<file path="src/rtl/smc_pkg.sv">
// ----------------------------------------------------------------------------
// smc_pkg: shared definitions for the sensor monitor controller
// Sizes, event kind and register index codes, reset values and the
// status record of the iterative duty divider.
// ----------------------------------------------------------------------------
package smc_pkg;

  // Ring of temperature edge stamps.
  localparam int RING_DEPTH = 334;
  localparam int SLOT_W     = $clog2(RING_DEPTH);
  localparam int STAMP_W    = 32;

  // PWM timing.
  localparam int PWM_PERIOD = 20;
  localparam int PHASE_W    = 5;
  localparam int DUTY_W     = 5;
  localparam int DUTY_MAX   = (PWM_PERIOD + 1 > 31) ? 31 : PWM_PERIOD + 1;
  localparam int DUTY_RESET = 10;

  // Light rescale: light * PWM_PERIOD divided by the full scale.
  localparam int LIGHT_W = 16;
  localparam int NUM_W   = LIGHT_W + $clog2(PWM_PERIOD + 1);
  localparam int CNT_W   = $clog2(NUM_W + 1);

  // Temperature conversion.
  localparam int TEMP_W      = 16;
  localparam int TEMP_OFFSET = 2731;
  localparam int TEMP_MAX    = 32767;

  // Seconds digit and the digits that rescale the duty.
  localparam int DIGIT_W    = 4;
  localparam int RESCALE_A  = 5;
  localparam int RESCALE_B  = 10;
  localparam int LAST_DIGIT = 15;

  // Accelerometer and configuration widths.
  localparam int ACCEL_W    = 8;
  localparam int LEVEL_W    = 9;
  localparam int SUM_W      = 11;
  localparam int REPORT_W   = 16;
  localparam int CFG_IDX_W  = 2;
  localparam int CFG_DATA_W = 16;

  // Configuration reset values.
  localparam int REST_RESET = 64;
  localparam int BAND_RESET = 16;
  localparam int FULL_RESET = 3892;
  localparam int WARN_RESET = 450;

  // Event kinds carried by an input item.
  typedef enum logic [2:0] {
    KIND_TEMP   = 3'd0,
    KIND_SECOND = 3'd1,
    KIND_PWM    = 3'd2,
    KIND_TOGGLE = 3'd3,
    KIND_LIGHT  = 3'd4
  } kind_e;

  // Configuration register indexes.
  typedef enum logic [CFG_IDX_W-1:0] {
    REG_REST = 2'd0,
    REG_BAND = 2'd1,
    REG_FULL = 2'd2,
    REG_WARN = 2'd3
  } cfg_reg_e;

  // Status of the duty divider.
  typedef struct packed {
    logic busy;
    logic done;
  } div_stat_t;

  // Advance a ring slot with wrap.
  function automatic logic [SLOT_W-1:0] next_slot(input logic [SLOT_W-1:0] slot);
    logic [SLOT_W-1:0] res;
    if (slot >= SLOT_W'(RING_DEPTH - 1)) begin
      res = '0;
    end else begin
      res = slot + SLOT_W'(1);
    end
    return res;
  endfunction

endpackage

</file>
<file path="src/rtl/smc_duty_div.sv">
// ----------------------------------------------------------------------------
// smc_duty_div: iterative restoring divider for the duty rescale
// Produces one quotient bit per cycle, NUM_W steps per division.
// ----------------------------------------------------------------------------
module smc_duty_div (
  input  logic                         clk_i,
  input  logic                         rst_ni,
  input  logic                         start_i,
  input  logic [smc_pkg::NUM_W-1:0]    dividend_i,
  input  logic [smc_pkg::LIGHT_W-1:0]  divisor_i,
  output smc_pkg::div_stat_t           stat_o,
  output logic [smc_pkg::NUM_W-1:0]    quotient_o
);

  logic                         busy_q, busy_d;
  logic [smc_pkg::CNT_W-1:0]    cnt_q, cnt_d;
  logic [smc_pkg::NUM_W-1:0]    quo_q, quo_d;
  logic [smc_pkg::LIGHT_W-1:0]  rem_q, rem_d;
  logic [smc_pkg::LIGHT_W-1:0]  dvs_q, dvs_d;
  logic [smc_pkg::LIGHT_W:0]    trial;
  logic [smc_pkg::LIGHT_W:0]    diff;
  logic                         fits;

  // One restoring step: shift in the next dividend bit and try a subtract.
  always_comb begin
    trial = {rem_q, quo_q[smc_pkg::NUM_W-1]};
    diff  = trial - {1'b0, dvs_q};
    fits  = (trial >= {1'b0, dvs_q});

    busy_d = busy_q;
    cnt_d  = cnt_q;
    quo_d  = quo_q;
    rem_d  = rem_q;
    dvs_d  = dvs_q;

    if (start_i) begin
      busy_d = 1'b1;
      cnt_d  = smc_pkg::CNT_W'(smc_pkg::NUM_W);
      quo_d  = dividend_i;
      rem_d  = '0;
      dvs_d  = divisor_i;
    end else if (busy_q) begin
      if (cnt_q != '0) begin
        quo_d = {quo_q[smc_pkg::NUM_W-2:0], fits};
        rem_d = fits ? diff[smc_pkg::LIGHT_W-1:0] : trial[smc_pkg::LIGHT_W-1:0];
        cnt_d = cnt_q - smc_pkg::CNT_W'(1);
      end else begin
        busy_d = 1'b0;
      end
    end
  end

  // Control state.
  always_ff @(posedge clk_i or negedge rst_ni) begin
    if (!rst_ni) begin
      busy_q <= 1'b0;
      cnt_q  <= '0;
    end else begin
      busy_q <= busy_d;
      cnt_q  <= cnt_d;
    end
  end

  // Datapath registers.
  always_ff @(posedge clk_i) begin
    quo_q <= quo_d;
    rem_q <= rem_d;
    dvs_q <= dvs_d;
  end

  assign stat_o.busy = busy_q;
  assign stat_o.done = busy_q && (cnt_q == '0);
  assign quotient_o  = quo_q;

endmodule

</file>
<file path="config.mk">
export PLATFORM = sky130hd
export DESIGN_NAME = smc_duty_div
export DESIGN_NICKNAME = d
export VERILOG_FILES = /design/src/rtl/smc_pkg.sv /design/src/rtl/smc_duty_div.sv
export SDC_FILE = /design/constraint.sdc
export NUM_CORES = 1
export LEC_CHECK = 0
export BUFFER_PORTS_ARGS = -buffer_cell sky130_fd_sc_hd__buf_2
export CORE_UTILIZATION = 45
export DETAILED_ROUTE_END_ITERATION = 8
export PLACE_DENSITY = 0.78
export SLEW_MARGIN = 0
export SYNTH_ARGS = -nofsm -noshare
export SYNTH_HDL_FRONTEND = slang
export SYNTH_SLANG_ARGS = --single-unit
</file>
<file path="constraint.sdc">
create_clock -name clk_i -period 3.9 [get_ports clk_i]
set_input_delay 0.78 -clock clk_i [delete_from_list [all_inputs] [get_ports clk_i]]
set_output_delay 0.78 -clock clk_i [all_outputs]
set_load 0.05 [all_outputs]
</file>
# After elaboration in Yosys (flattened, before gate mapping)
# Index checks and enable logic that the tools add are counted.
# W data, S select, Z words.
# totals
reg_bits	59
latch_bits	0
mem_bits_rw	0
romBits	0
in_bits	40
output_inout_bits	23
elab_cells	25
n_memories	0
# classes
add_sub_neg	2
n_mul	0
div	0
n_lt_le_gt_ge	1
eq_ne	0
n_shift	0
n_mux	10
bitwise_logic	0
reduce_logical	7
# op_table
op	n
$mux W21	3
$ge A17 B16 Y1	1
$mux W16	1
$sub A16 B16 Y16	1
$mux W5	3
$logic_not A5 Y1	1
$reduce_bool A5 Y1	1
$sub A5 B1 Y5 const B	1
$reduce_and A2 Y1	2
$reduce_bool A2 Y1	2
$mux W1	3
$logic_and A1 B1 Y1	1

# Longest topological paths before layout
# Gate-level depths: netlist of the first run.
# logic_depth
depth_word	4
depth_mapped	10
depth_no_buf	9

# Least setup slack after synthesis of the first run
# OpenSTA, ideal clock, no wires.
# synth_path
path_kind	register to register
start	register quo_q (netlist bit quotient_o[20])
end	register rem_q[8] (netlist bit)
setup_ps	88
arrival_ps	2362
t_required_ps	3812
slack_ps	1450
stages_incl_launch_ff	10
path_buffers	0
synth_period_minus_slack_ps	2450
path_cell_list	edfxtp_1 > inv_1 > ha_1 > fa_1 > nor2b_1 > o2111a_1 > nor3_1 > a211oi_1 > o21ai_2 > a311oi_2
# synth_between
elab_chain_len	2
word_cells_on_any_way	3
classes_between	1 x add/sub; 1 x order compare; 1 x mux
# synth_rtl
item	line	text
from (decl)	smc_duty_div.sv:17	logic [smc_pkg::NUM_W-1:0] quo_q, quo_d;
from (signal assigned)	smc_duty_div.sv:66	quo_q <= quo_d;
$sub A16 B16 Y16 or $ge A17 B16 Y1 (tied branches)	smc_duty_div.sv:27, smc_duty_div.sv:28	
$mux W16 (*)	smc_duty_div.sv:45	rem_d = fits ? diff[smc_pkg::LIGHT_W-1:0] : trial[smc_pkg::LIGHT_W-1:0];
to (signal assigned)	smc_duty_div.sv:67	rem_q <= rem_d;
to (decl)	smc_duty_div.sv:18	logic [smc_pkg::LIGHT_W-1:0] rem_q, rem_d;
# Mark *: on every way between the ends. The rest lies on a longest branch, timed or not.
# A chain may end at the register's enable or synchronous reset.

# Worst setup path after layout of the first run
# layout_path
start	register dvs_q[6] (netlist bit)
end	register quo_q (netlist bit quotient_o[0]), data pin
# layout_between
elab_chain_len	4
# layout_rtl
item	line	text
from (decl)	smc_duty_div.sv:19	logic [smc_pkg::LIGHT_W-1:0] dvs_q, dvs_d;
from (signal assigned)	smc_duty_div.sv:68	dvs_q <= dvs_d;
$ge A17 B16 Y1	smc_duty_div.sv:28	fits = (trial >= {1'b0, dvs_q});
$mux W21	smc_duty_div.sv:43	if (cnt_q != '0) begin
$mux W21	smc_duty_div.sv:42	end else if (busy_q) begin
$mux W21	smc_duty_div.sv:36	if (start_i) begin
named net quo_d (one bit)	smc_duty_div.sv:17	
# The timed path passes the listed nets, and every way through them passes these cells. The select of a mux whose other input is x is not followed.

==> results.md, run 1 <==
* Via Count at 2774
* Routed len/inst at 16.38 um
* FF+latch count, synth at 59
* Slew headroom at 0.2231
* Worst skew pair latency at 360 ps
* Syn_nets at 393
* Most common cell after layout, fill and taps aside: buf_2
* Tcrit/Tclk final at 0.8257
* Standard-cell rows at 32
* Final Max Slew Viols at 0
* EDFF count, synth at 37
* Post-DP Area at 3925 um^2
* Starting Density at 0.4675
* Number of diodes at 0
* Async set-reset flop share out of synthesis at 0.1017
* H-Tree Level Count at 3
* First-pass GRT wire length at 13240 um
* Setup TNS at 0 ps
* Worst Path Max Fanout at 11
* Synth Warn # at 0
* Clk sinks at 59
* Initial antenna violation count at 0
* Run status: completed
* Pre-antenna DRT Iters at 5
* TritonCTS Buffers at 9
* Total global routing overflow at 0
* Tot GR Track Use at 0.2025
* Chip Width at 91.83 um
* PostCTS Resize Cnt at 0
* Logic pwr share at 0.454
* Clock Power Share at 0.218
* Cell area after layout at 4125 um^2
* Synth Cell Area at 3631 um^2
* Post-route minimum period at 3220 ps
* Max-capacitance violation count at 0
* Crit path DAT at 3330 ps
* Measured slew at the worst slew-check pin at 1160 ps
* Fraction of layout cells with a size suffix above 1 at 0.3206
* Pre-CTS setup slack at 808.2 ps
* Area Growth Syn to Fin at 13.61%
* Iter 0 DRT Violations at 243
* Pwr dens at 640.7 nW/um^2
* Leak at 1.758 nW
* HP Class: in2async
* Peak supply drop at 0.2622 mV
* CTS tree: built
* Sequential share of power at 0.328
* Core area at 7767 um^2
* Synth Instances at 334
* Cell internal pwr at 1.551 mW
* Sw power at 1.092 mW
* Via density at 5.604
* Fin nets at 447
* Port Buf Inserts at 62
* Hold_buf cts at 0
* Startpoint types: register
* Register area share after synthesis at 0.4356
* Final setup vio count at 0
* Filler instances at 724
* RSZ-0062 raised after global routing: no
* Reg clk slew, reported paths at 80 ps
* Routed WL at 8110 um
* Fin. Hold Viols at 0
* Final Core Density at 0.5311
* Sw Ratio at 0.4131
* HPWL Detailed at 5539 um
* DRC at 0
* WS Path Type: reg2reg
* Chip Height at 91.83 um
* Post-CTS setup buffer count at 0
* Setup WS post-layout at 679.8 ps
* Post-DRT Antenna Nets at 0
* Placer Congestion at 0.8987
* Ys flop type: edfxtp_1
* Clk Tree Root Cell: clkbuf_8
* F_max at 0.3105 GHz
* Num ports at 63
* Number of global-route vias before repair at 2640
* DIE AREA at 8432 um^2
* Worst setup EP type: register
* Max Root-Sink Buffers at 2
* CP Launch Point: dvs_q[6]
* Reg2reg start: dvs_q[6]
* Syn_area_per_cell at 10.87 um^2
* Commonest non-fill, non-tap cells in the layout: buf_2, edfxtp_1, nor2_1
* Distinct cells, synth at 72
* Clk_skew at 10.79 ps
* Pin count of the biggest net entering global routing at 39
* Critical Path RT at 4010 ps
cell usage after synthesis, types with 6 or more instances:
library cell,instances,area share
a21oi_1,10,0.014
nand2b_1,6,0.010
buf_6,6,0.019
inv_1,21,0.022
o211ai_1,6,0.012
xnor2_1,7,0.017
dfrtp_1,6,0.041
nand3_1,8,0.011
a31oi_1,9,0.016
o21ai_0,14,0.019
nor2_1,30,0.031
ha_1,18,0.062
dfxtp_1,16,0.088
edfxtp_1,37,0.31
nand2_1,10,0.010
mux2_2,21,0.065
sequential cells by signal (all words and copies together), names as in the netlist:
signal / cells
dvs_q: 16
quotient_o: 21
busy_q: 1
rem_q: 16
cnt_q: 5
layer usage:
layer / wire length [um] / global-route usage / vias up
li1: - / - / 1357
met1: 3653 / 0.2704 / 1308
met2: 3843 / 0.3195 / 95
met3: 431 / 0.04478 / 14
met4: 182 / 0.08073 / 0
met5: 0 / 0 / -
per-stage QoR:
stage | cells | total power, mW | hold WS, ps
floorplan | 334 | 1.844 | 476.2
global placement | 479 | 2.022 | 506.3
detailed placement | 479 | 2.053 | 509.7
CTS | 495 | 2.632 | 233.4
global route | 495 | 2.792 | 238.4
finish | 495 | 2.643 | 230.4
critical path: stages (launching register included):
cell	delay [ps]
edfxtp_1	330
inv_1	40
ha_1	430
nand4_2	200
nor3_1	100
a31oi_1	930
nand2_1	530
mux2_2	410
final cells by class:
class	count	area, um^2	share of cell area
Multi-Input combinational cell	231	1797	0.4355
Clock buffer	9	123.9	0.03003
Timing Repair Buffer	66	340.3	0.08250
Clock inverter	7	76.32	0.01850
Inverter	21	78.83	0.01911
Tap cell	102	127.6	0.03094
Sequential cell	59	1582	0.3834
power groups by stage:
stage | Clock [mW] | Sequential [mW] | Combinational (mW)
after detailed placement | 0 | 0.879 | 1.17
after global placement | 0 | 0.874 | 1.15
after CTS | 0.582 | 0.867 | 1.18
after floorplan | 0 | 0.972 | 0.872
after global routing | 0.613 | 0.882 | 1.30
final | 0.575 | 0.868 | 1.20
logic make-up (layout without fill, tap and decap cells):
group / Yosys count / after routing / synth area share
adder cells (fa/ha/maj): 19 / 19 / 0.06754
multiplexers: 22 / 22 / 0.06789
flip-flops: 59 / 59 / 0.4356
AO/OA/AOI/OAI: 92 / 92 / 0.2068
AND/OR/NAND/NOR: 87 / 87 / 0.1261
XOR/XNOR: 11 / 11 / 0.02653
buffers and inverters: 44 / 103 / 0.06961
path summary, 6_finish.rpt:
kind                                      end  slack, ps  depth (start not counted)
worst min register to register       rem_q[3]        520                          2
min in group clk_i                   rem_q[3]        520                          2
worst max register to register  quotient_o[0]        680                          7
worst min-delay path                   busy_q        230                          1
worst max-delay path            quotient_o[0]        680                          7
max in group asynchronous            cnt_q[1]       3520                          1
Power figures use the tool's default switching activity.
==> run 2, diff against run 1 <==
--- a/config.mk
+++ b/config.mk
@@ -5,10 +5,11 @@
 export SDC_FILE = /design/constraint.sdc
 export NUM_CORES = 1
 export LEC_CHECK = 0
+export ABC_AREA = 1
 export BUFFER_PORTS_ARGS = -buffer_cell sky130_fd_sc_hd__buf_2
 export CORE_UTILIZATION = 45
 export DETAILED_ROUTE_END_ITERATION = 8
-export PLACE_DENSITY = 0.78
+export PLACE_DENSITY = 0.81
 export SLEW_MARGIN = 0
 export SYNTH_ARGS = -nofsm -noshare
 export SYNTH_HDL_FRONTEND = slang
==> constraint.sdc (replaced) <==
create_clock -name clk_i -period 2.85 [get_ports clk_i]
set_input_delay 0.57 -clock clk_i [delete_from_list [all_inputs] [get_ports clk_i]]
set_output_delay 0.57 -clock clk_i [all_outputs]
set_load 0.05 [all_outputs]
==> run 2 against run 1 <==
Compared with the run above: setup slack got worse by 50 ps; synthesized area is 2.0% lower; wire length down 4.1%; via count increased by 15%; global-route usage decreased by 0.66 points; count of clock-buffer cells in the layout up 4; critical path depth increased by 2; die area fell by 2.0%; clock power rose by 9.2%; synthesized cell count is 41% higher; total power is 22% higher; critical path type unchanged; critical endpoint is now rem_q[8].
==> results.md, run 2 <==
* Placer Congestion at 0.9482 (+5.5%)
* Fin. Hold Viols at 0 (unchanged)
* Startpoint types: register
* Clk Tree Root Cell: clkbuf_8
* Sequential share of power at 0.354 (+0.026)
* Distinct cells, synth at 31 (-57%)
* CP Cell Sequence: ha_1 -> a21oi_1 -> o21a_1 -> nand2_1 -> nor2_4 -> nand2_4 -> nand2_1 -> nand3_1 -> nand2_1
* Clk_skew at 9.392 ps (-1.401 ps)
* Cell internal pwr at 1.869 mW (+20%)
* Slowest CP cell: nor2_4
* Filler instances at 726 (+0.28%)
* HPWL Detailed at 5736 um (+3.5%)
* Sw power at 1.366 mW (+25%)
* HP Class: in2async
* Starting Density at 0.4627 (-0.004733)
* Logic pwr share at 0.452 (-0.002)
* Run status: completed
* Reg clk slew, reported paths at 70 ps (about the same)
* Setup TNS at 0 ps (unchanged)
* DIE AREA at 8265 um^2 (-2.0%)
* Hold_ws at 47.35 ps (-183.1 ps)
* EDFF count, synth at 37 (unchanged)
* Reg2reg start: rem_q[13]
* DRC at 0 (unchanged)
* Pre-antenna DRT Iters at 5 (unchanged)
* CTS tree: built
* Num ports at 63 (unchanged)
* Worst setup EP type: register
* Post-route minimum period at 2220 ps (-1000 ps)
* F_max at 0.4504 GHz (+45%)
* Clk sinks at 59 (unchanged)
* Post-DRT Antenna Nets at 0 (unchanged)
* Tcrit/Tclk final at 0.7790 (-0.04666)
* Final Max Slew Viols at 0 (unchanged)
* Critical Path RT at 3120 ps (-890 ps)
* WS Path Type: reg2reg
* Synth Cell Area at 3557 um^2 (-2.0%)
* Number of diodes at 0 (unchanged)
* Routed WL at 7776 um (-4.1%)
* Routed len/inst at 12.09 um (-26%)
* CP Launch Point: rem_q[13]
* Crit path DAT at 2490 ps (-840 ps)
* Number of global-route vias before repair at 3035 (+15%)
* Measured slew at the worst slew-check pin at 691.6 ps (-468.4 ps)
* Fraction of layout cells with a size suffix above 1 at 0.1664 (-0.1543)
* Synth Warn # at 0 (unchanged)
* Iter 0 DRT Violations at 185 (-24%)
* Commonest non-fill, non-tap cells in the layout: nand2_1, inv_1, buf_2
* Initial antenna violation count at 0 (unchanged)
* Pwr dens at 789.0 nW/um^2 (+23%)
* First-pass GRT wire length at 12980 um (-2.0%)
* Post-synth top cells: nand2_1, inv_1, nand3_1
* Ys flop type: edfxtp_1
* Hold_buf cts at 0 (unchanged)
* Core area at 7687 um^2 (-1.0%)
* Max FFs per register at 21 (unchanged)
* H-Tree Level Count at 3 (unchanged)
* Leak at 2.215 nW (+26%)
* Total global routing overflow at 0 (unchanged)
* Final setup vio count at 0 (unchanged)
* Worst reg-to-reg path cell count at 9 (+2)
* Clock Power Share at 0.194 (-0.024)
* Max-capacitance violation count at 0 (unchanged)
* Power consumption at 3.235 mW (+22%)
* FF+latch count, synth at 59 (unchanged)
* Synth area leaders: edfxtp_1, nand2_1, dfxtp_1
* Worst Path Max Fanout at 18 (+7)
* Port Buf Inserts at 62 (unchanged)
* Via density at 4.946 (-12%)
* Post-CTS setup buffer count at 0 (unchanged)
* Crit path buf inv count at 0 (-1)
* Peak supply drop at 0.4273 mV (+63%)
* Register-to-register setup slack at 630 ps (-50 ps)
* Syn_nets at 530 (+35%)
* Most Frequent Cell on Critical Path: nand2_1
* Tot GR Track Use at 0.1959 (-0.006570)
* Critical Path Stages at 9 (+2)
* Delay-heaviest family, CP: simple AND/OR/NAND/NOR gates
* RSZ-0062 raised after global routing: no
* Standard-cell rows at 32 (unchanged)
* CP peak stage delay at 420 ps (-510 ps)
* Syn_area_per_cell at 7.552 um^2 (-31%)
* Worst skew pair latency at 340 ps (-20 ps)
* Most common cell after layout, fill and taps aside: nand2_1
* Fin nets at 595 (+33%)
* Slew headroom at 0.5361 (+0.3130)
* Max Root-Sink Buffers at 2 (unchanged)
* TritonCTS Buffers at 9 (unchanged)
* Chip Height at 90.91 um (-1.0%)
* Via Count at 3180 (+15%)
* PostCTS Resize Cnt at 0 (unchanged)
* Area leader, netlist: edfxtp_1
* Sw Ratio at 0.4223 (+0.009182)
* Async set-reset flop share out of synthesis at 0.1017 (unchanged)
* Chip Width at 90.91 um (-1.0%)
* Most frequent cell after synthesis: nand2_1
* Register area share after synthesis at 0.4446 (+0.009039)
* Area Growth Syn to Fin at 15.27%
* Pin count of the biggest net entering global routing at 33 (-15%)
* Top-area cell type share of the netlist area at 0.3123 (+0.006350)
* Synth Instances at 471 (+41%)
## run 2: cell count changes after synthesis, sizes merged, moves of 7 or more
cell	previous run	this run
nand2	10	189
a21o	7	0
nor2	31	24
mux2	21	0
o211ai	7	0
nand3	8	43
inv	21	78
a31oi	9	1
buf	17	5
o21ai	18	11
## run 2: cell families after synthesis
group	count (synthesis)	share of synthesized area
xor gates and xnor gates	6	0.01477
AOI/OAI and AO/OA	24	0.03799
buffers and inverters	89	0.1013
adders and majority gates	19	0.06894
DFF	59	0.4446
and+or+nand+nor	274	0.3324
## run 2: cell type report
type	count	area [um^2]	share of cell area
well taps	102	127.6	0.03113
inverters	79	296.5	0.07232
flip-flops and latches	59	1582	0.3857
multi-input cells	323	1615	0.3940
repair buffers	64	325.3	0.07934
clock buffers	13	138.9	0.03387
clock inverters	3	15.01	0.003662
## run 2: stage by stage
stage | setup slack (ps) | cells | area, um^2 | utilization
2_1_floorplan | 560.7 | 471 | 3557 | -
3_3_place_gp | 695.4 | 627 | 3946 | 0.5133
3_5_place_dp | 682.4 | 627 | 3946 | 0.5133
4_1_cts | 671.5 | 643 | 4100 | 0.5334
5_1_grt | 490.2 | 643 | 4100 | 0.5334
6_report | 629.7 | 643 | 4100 | 0.5334
## run 2: final timing paths
check / to
setup / recovery: rem_q[8]
hold / removal: busy_q
setup reg to reg: rem_q[8]
hold reg to reg: rem_q[15]
max in group asynchronous: cnt_q[2]
min in group clk_i: dvs_q[13]
## run 2: routing by layer
layer  vias to the layer above  wire length [um]  GRT usage
met5                         -                 0          0
met2                       100              3700     0.3384
li1                       1614                 -          -
met1                      1445              3445     0.2269
met4                         0               152    0.09392
met3                        21               478    0.04798
## run 2: power groups by stage
| stage | Clock (mW) | Sequential (mW) | Combinational [mW] |
|---|---|---|---|
| after CTS | 0.642 | 1.14 | 1.45 |
| after global placement | 0 | 1.15 | 1.42 |
| after floorplan | 0 | 1.26 | 1.05 |
| after global routing | 0.673 | 1.16 | 1.64 |
| final | 0.628 | 1.14 | 1.46 |
| after detailed placement | 0 | 1.16 | 1.44 |
## run 2: worst reg2reg max path, cell delays in order (launching register included)
cell and delay (ps):
dfxtp_1 330, ha_1 380, a21oi_1 230, o21a_1 150, nand2_1 90, nor2_4 420
nand2_4 260, nand2_1 140, nand3_1 80, nand2_1 80
